## src/rtl/core/omse_pkg.sv

```systemverilog
package omse_pkg;
    localparam int CAPACITY_DEF  = 1024;
    localparam int KEY_WIDTH_DEF = 32;
    localparam int OCC_W         = 11;
    localparam int STATUS_W      = 2;
    localparam int OP_W          = 3;

    typedef enum logic [OP_W-1:0] {
        OP_INSERT  = 3'd0,
        OP_REMOVE  = 3'd1,
        OP_SEARCH  = 3'd2,
        OP_COUNT   = 3'd3,
        OP_LOWER   = 3'd4,
        OP_UPPER   = 3'd5,
        OP_CLOSEST = 3'd6
    } t_op;

    localparam logic [STATUS_W-1:0] ST_OK   = 2'd0;
    localparam logic [STATUS_W-1:0] ST_NONE = 2'd1;
    localparam logic [STATUS_W-1:0] ST_FULL = 2'd2;

    typedef enum logic [4:0] {
        S_IDLE, S_LO_RD, S_LO_CMP, S_HI_RD, S_HI_CMP, S_DISPATCH,
        S_INS_RD, S_INS_WR, S_INS_PUT, S_REM_RD, S_REM_WR,
        S_SUCC_RD, S_SUCC_SAVE, S_PRED_RD, S_PRED_SAVE, S_DONE
    } t_state;

    typedef enum logic [2:0] {
        A_MID, A_PTR, A_PTRM1, A_LO, A_LOM1, A_HI
    } t_addr_sel;

    typedef struct packed {
        logic      cap;
        logic      rd_en;
        t_addr_sel rd_sel;
        logic      step_lo;
        logic      step_hi;
        logic      save_lo;
        logic      save_hi;
        logic      ptr_ins;
        logic      ptr_rem;
        logic      wr_ins;
        logic      wr_rem;
        logic      wr_put;
        logic      save_succ;
        logic      save_pred;
        logic      finish;
    } t_cmd;

    typedef struct packed {
        logic            bs_done;
        logic            full;
        logic            present;
        logic            ins_more;
        logic            rem_more;
        logic            out_free;
        logic [OP_W-1:0] op;
    } t_stat;
endpackage

```

## src/rtl/core/omse_ctrl.sv

```systemverilog
module omse_ctrl (
    input  logic             i_clk,
    input  logic             i_rst_n,
    input  logic             i_valid,
    output logic             o_ready,
    input  omse_pkg::t_stat  i_stat,
    output omse_pkg::t_cmd   o_cmd
);
    omse_pkg::t_state r_state, n_state;

    always_ff @(posedge i_clk) begin
        if (!i_rst_n) begin
            r_state <= omse_pkg::S_IDLE;
        end else begin
            r_state <= n_state;
        end
    end

    always_comb begin
        n_state = r_state;
        o_cmd   = '0;
        o_ready = 1'b0;
        case (r_state)
            omse_pkg::S_IDLE: begin
                o_ready = 1'b1;
                if (i_valid) begin
                    o_cmd.cap = 1'b1;
                    n_state   = omse_pkg::S_LO_RD;
                end
            end
            omse_pkg::S_LO_RD: begin
                if (i_stat.bs_done) begin
                    o_cmd.save_lo = 1'b1;
                    n_state       = omse_pkg::S_HI_RD;
                end else begin
                    o_cmd.rd_en  = 1'b1;
                    o_cmd.rd_sel = omse_pkg::A_MID;
                    n_state      = omse_pkg::S_LO_CMP;
                end
            end
            omse_pkg::S_LO_CMP: begin
                o_cmd.step_lo = 1'b1;
                n_state       = omse_pkg::S_LO_RD;
            end
            omse_pkg::S_HI_RD: begin
                if (i_stat.bs_done) begin
                    o_cmd.save_hi = 1'b1;
                    n_state       = omse_pkg::S_DISPATCH;
                end else begin
                    o_cmd.rd_en  = 1'b1;
                    o_cmd.rd_sel = omse_pkg::A_MID;
                    n_state      = omse_pkg::S_HI_CMP;
                end
            end
            omse_pkg::S_HI_CMP: begin
                o_cmd.step_hi = 1'b1;
                n_state       = omse_pkg::S_HI_RD;
            end
            omse_pkg::S_DISPATCH: begin
                case (i_stat.op)
                    omse_pkg::OP_INSERT: begin
                        if (i_stat.full) begin
                            n_state = omse_pkg::S_DONE;
                        end else begin
                            o_cmd.ptr_ins = 1'b1;
                            n_state       = omse_pkg::S_INS_RD;
                        end
                    end
                    omse_pkg::OP_REMOVE: begin
                        if (i_stat.present) begin
                            o_cmd.ptr_rem = 1'b1;
                            n_state       = omse_pkg::S_REM_RD;
                        end else begin
                            n_state = omse_pkg::S_DONE;
                        end
                    end
                    omse_pkg::OP_LOWER, omse_pkg::OP_UPPER, omse_pkg::OP_CLOSEST: begin
                        n_state = omse_pkg::S_SUCC_RD;
                    end
                    default: begin
                        n_state = omse_pkg::S_DONE;
                    end
                endcase
            end
            omse_pkg::S_INS_RD: begin
                if (i_stat.ins_more) begin
                    o_cmd.rd_en  = 1'b1;
                    o_cmd.rd_sel = omse_pkg::A_PTRM1;
                    n_state      = omse_pkg::S_INS_WR;
                end else begin
                    n_state = omse_pkg::S_INS_PUT;
                end
            end
            omse_pkg::S_INS_WR: begin
                o_cmd.wr_ins = 1'b1;
                n_state      = omse_pkg::S_INS_RD;
            end
            omse_pkg::S_INS_PUT: begin
                o_cmd.wr_put = 1'b1;
                n_state      = omse_pkg::S_DONE;
            end
            omse_pkg::S_REM_RD: begin
                if (i_stat.rem_more) begin
                    o_cmd.rd_en  = 1'b1;
                    o_cmd.rd_sel = omse_pkg::A_PTR;
                    n_state      = omse_pkg::S_REM_WR;
                end else begin
                    n_state = omse_pkg::S_DONE;
                end
            end
            omse_pkg::S_REM_WR: begin
                o_cmd.wr_rem = 1'b1;
                n_state      = omse_pkg::S_REM_RD;
            end
            omse_pkg::S_SUCC_RD: begin
                o_cmd.rd_en  = 1'b1;
                o_cmd.rd_sel = (i_stat.op == omse_pkg::OP_UPPER) ? omse_pkg::A_HI
                                                                 : omse_pkg::A_LO;
                n_state      = omse_pkg::S_SUCC_SAVE;
            end
            omse_pkg::S_SUCC_SAVE: begin
                o_cmd.save_succ = 1'b1;
                n_state = (i_stat.op == omse_pkg::OP_CLOSEST) ? omse_pkg::S_PRED_RD
                                                              : omse_pkg::S_DONE;
            end
            omse_pkg::S_PRED_RD: begin
                o_cmd.rd_en  = 1'b1;
                o_cmd.rd_sel = omse_pkg::A_LOM1;
                n_state      = omse_pkg::S_PRED_SAVE;
            end
            omse_pkg::S_PRED_SAVE: begin
                o_cmd.save_pred = 1'b1;
                n_state         = omse_pkg::S_DONE;
            end
            omse_pkg::S_DONE: begin
                if (i_stat.out_free) begin
                    o_cmd.finish = 1'b1;
                    n_state      = omse_pkg::S_IDLE;
                end
            end
            default: begin
                n_state = omse_pkg::S_IDLE;
            end
        endcase
    end
endmodule

```

## config.mk

```make
export PLATFORM = sky130hd
export DESIGN_NAME = omse_ctrl
export DESIGN_NICKNAME = d
export VERILOG_FILES = /design/src/rtl/core/omse_pkg.sv /design/src/rtl/core/omse_ctrl.sv
export SDC_FILE = /design/constraint.sdc
export NUM_CORES = 1
export LEC_CHECK = 0
export BUFFER_PORTS_ARGS = -buffer_cell sky130_fd_sc_hd__buf_4
export CAP_MARGIN = 30
export CORE_MARGIN = 1.5
export CORE_UTILIZATION = 45
export CTS_CLUSTER_SIZE = 40
export DETAILED_ROUTE_END_ITERATION = 16
export GPL_TIMING_DRIVEN = 0
export PLACE_DENSITY = 0.85
export SYNTH_ARGS = -nofsm -noshare
export SYNTH_HDL_FRONTEND = slang
export SYNTH_SLANG_ARGS = --single-unit
```

## constraint.sdc

```tcl
create_clock -name i_clk -period 1.4 [get_ports i_clk]
set_input_delay 0.28 -clock i_clk [delete_from_list [all_inputs] [get_ports i_clk]]
set_output_delay 0.28 -clock i_clk [all_outputs]
set_load 0.005 [all_outputs]
```

==> flow_summary.toml <==
[floorplan]
die_area_um2 = 1626
fp.dieW_um = 40.32
chipHeight_um = 40.32
initial_utilization_pct = 48.17
num_rows = 13
ios = 30
core_area_um2 = 1301

[outcome]
status = "finished, violations left"
violations = "setup timing"

[timing]
period_share_pct = 119.5
relSlewSlack_pct = 73.06
fin_crit_ps = 1673
setup_violations = 19
clock-skew-final_ps = 0.8810
worst_slew_pin_slew_ps = 400.8
fmax_mhz = 597.6
finalHoldViolations = 0
hold_ws_ps = 292.4
rsz0062_at_grt = "yes"
setup_slack_ps = -273.4
slew_viol_final = 0

[setup_path]
crit_fanout = 8
timing.rr.start = "r_state[0]"
slowest_delay_ps = 410
cpMaxStageDelayCell = "dfxtp_4"
path_delay_family = "flip-flops"
required_ps = 1120
cp_num_buf_inv = 2
crit_chain = "buf_8 > nor2_4 > a32oi_1 > nor2b_1 > buf_4"
crit_arrival_ps = 1390
criticalPathCategory = "register to output port"
critPathLaunchType = "register"
cp-startpoint = "r_state[3]"
cp-end-kind = "output port"

[power]
ir_worst_vdd_mv = 0.3848
p_leak_nw = 0.5378
power_density_nw_per_um2 = 613.4

[synth]
syn-cell-area_um2 = 626.9
synth_nets = 102
post-synth-top-area-cell = "dfxtp_1"
synth_warnings = 0
synth.most_common_cell = "nor2_1"
yosys-top-cells-area = "dfxtp_1 (13%), nor2_1 (7.8%), nand2b_1 (5.0%), inv_1 (4.8%), nand4bb_4 (4.4%)"
synthCells = 90
ys_seq_area_share_pct = 12.77
ys_types = 39
synthTopCellsByCount = "nor2_1 (13), inv_1 (8), nand2_1 (7)"
async_flop_share_pct = 0
ys_ff_latch = 4
ys.flop_type = "dfxtp_1"
synth-edff-count = 0
avgSynthCellArea_um2 = 6.965
synth_top_area_share_pct = 12.77

[detailed_routing]
routed_wl_um = 3102
drt_iter0_drc = 70
drc = 0
wire_per_inst_um = 20.14
viasPerCell = 6.468
vias = 996
final_antenna_net_count = 0
dr.pass1.iters = 5

[layout]
regMostFlops = "r_state"
fillerInstances = 39
area_growth_pct = 93.21
final_nets = 153
n_antenna_cell = 0
fin_cells = 154
largest_reg_flops = 4
drive_gt1_share_pct = 61.15
reg_top3 = "r_state x4"

[min_path]
hp-start = "i_stat[3]"
hold_class = "input port to register"

[cts]
cts_hold_buffers = 0
clock_path_buffers = 2
htreeDepth = 1
cts_buffers = 3
clk_pin_slew_ps = 40
cts_tree = "built"
clkLatencyLatePin_ps = 240
clockRootBuffer = "clkbuf_4"
clock_sinks = 4

[global_route]
grt_pass1_vias = 770
gr-usage-all-layers_pct = 29.91
grt_max_degree = 11
antenna_found_initial = 0
gr-total-overflow = 0
grt_pass1_wl_um = 3305

[placement]
placed_cells = 134
routabilityCongestion = 0.9058
place_hpwl_um = 1333
portBuffers = 29

[job]
drv_cap = 0
[metal layers]
metal | global-route usage (%) | share of wire, %
met1 | 39.00 | 35
met2 | 50.00 | 49
met3 | 5.000 | 11
met4 | 8.333 | 5.4
met5 | 0 | 0
[repair_timing]
| item | 4_1_cts | 5_1_grt |
|---|---|---|
| setup endpoints to repair | 18 | 20 |
| pin swaps | 4 | 12 |
| gates cloned | 0 | 1 |
| buffers inserted | 6 | 12 |
| resized for setup | 21 | 33 |
[final cells by class]
| class | count | area (um^2) | area share [%] |
|---|---|---|---|
| buffer | 4 | 60.06 | 4.959 |
| inverter | 8 | 30.03 | 2.479 |
| multi-input combinational | 72 | 571.8 | 47.21 |
| clock buffer | 3 | 22.52 | 1.860 |
| timing repair buffer | 48 | 412.9 | 34.09 |
| sequential | 4 | 95.09 | 7.851 |
| tap | 15 | 18.77 | 1.550 |
[cells by family (layout without fill, tap and decap cells)]
logic type / Yosys count / after routing / synth area share [%]
DFF: 4 / 4 / 12.77
AOI/OAI and AO/OA: 23 / 23 / 25.35
buffers and inverters: 14 / 63 / 12.77
xor gates and xnor gates: 1 / 1 / 1.397
and+or+nand+nor: 48 / 48 / 47.71
[worst paths after layout]
kind / end / slack [ps] / cells past startpoint
setup reg to reg: r_state[2] / -20 / 6
setup / recovery: o_cmd[13] / -270 / 5
hold reg to reg: r_state[3] / 740 / 3
hold / removal: r_state[0] / 290 / 2
[worst register-to-register path, delay by kind of cell (launching register included)]
kind | cells | cell delay (ps)
simple gates | 1 | 80
buf+inv | 2 | 250
flops | 1 | 400
compound gates | 3 | 580
[cell usage in the layout, fill, tap and decap left out, drive strengths merged, types with 2 or more instances in the layout]
cell     count
nor2        13
nand2b       5
clkbuf       4
dfxtp        4
nor4         2
nor3         6
inv          8
nor2b        4
nand2        8
and3         2
nand4bb      2
buf         51
o221ai       2
a21oi        6
o21ai        6
[per-stage QoR]
step	total power, mW	worst slack, ps	cell area [um^2]	TNS [ps]	utilization, %
after floorplan	0.3065	82.45	626.9	0	-
after global placement	0.4025	-92.87	863.3	-228.5	66.35
after detailed placement	0.4083	-117.1	863.3	-361.7	66.35
after CTS	0.6084	-246.3	1007	-2384	77.40
after global routing	0.7726	-297.6	1211	-2925	93.08
final	0.7430	-273.4	1211	-2237	93.08
[report_power, final]
| part | internal, mW | switching [mW] |
|---|---|---|
| combinational | 0.227 | 0.206 |
| clock | 0.0965 | 0.0558 |
| sequential | 0.125 | 0.0333 |
| total | 0.448 | 0.295 |
Note: power is estimated with default switching activity, not from simulation.
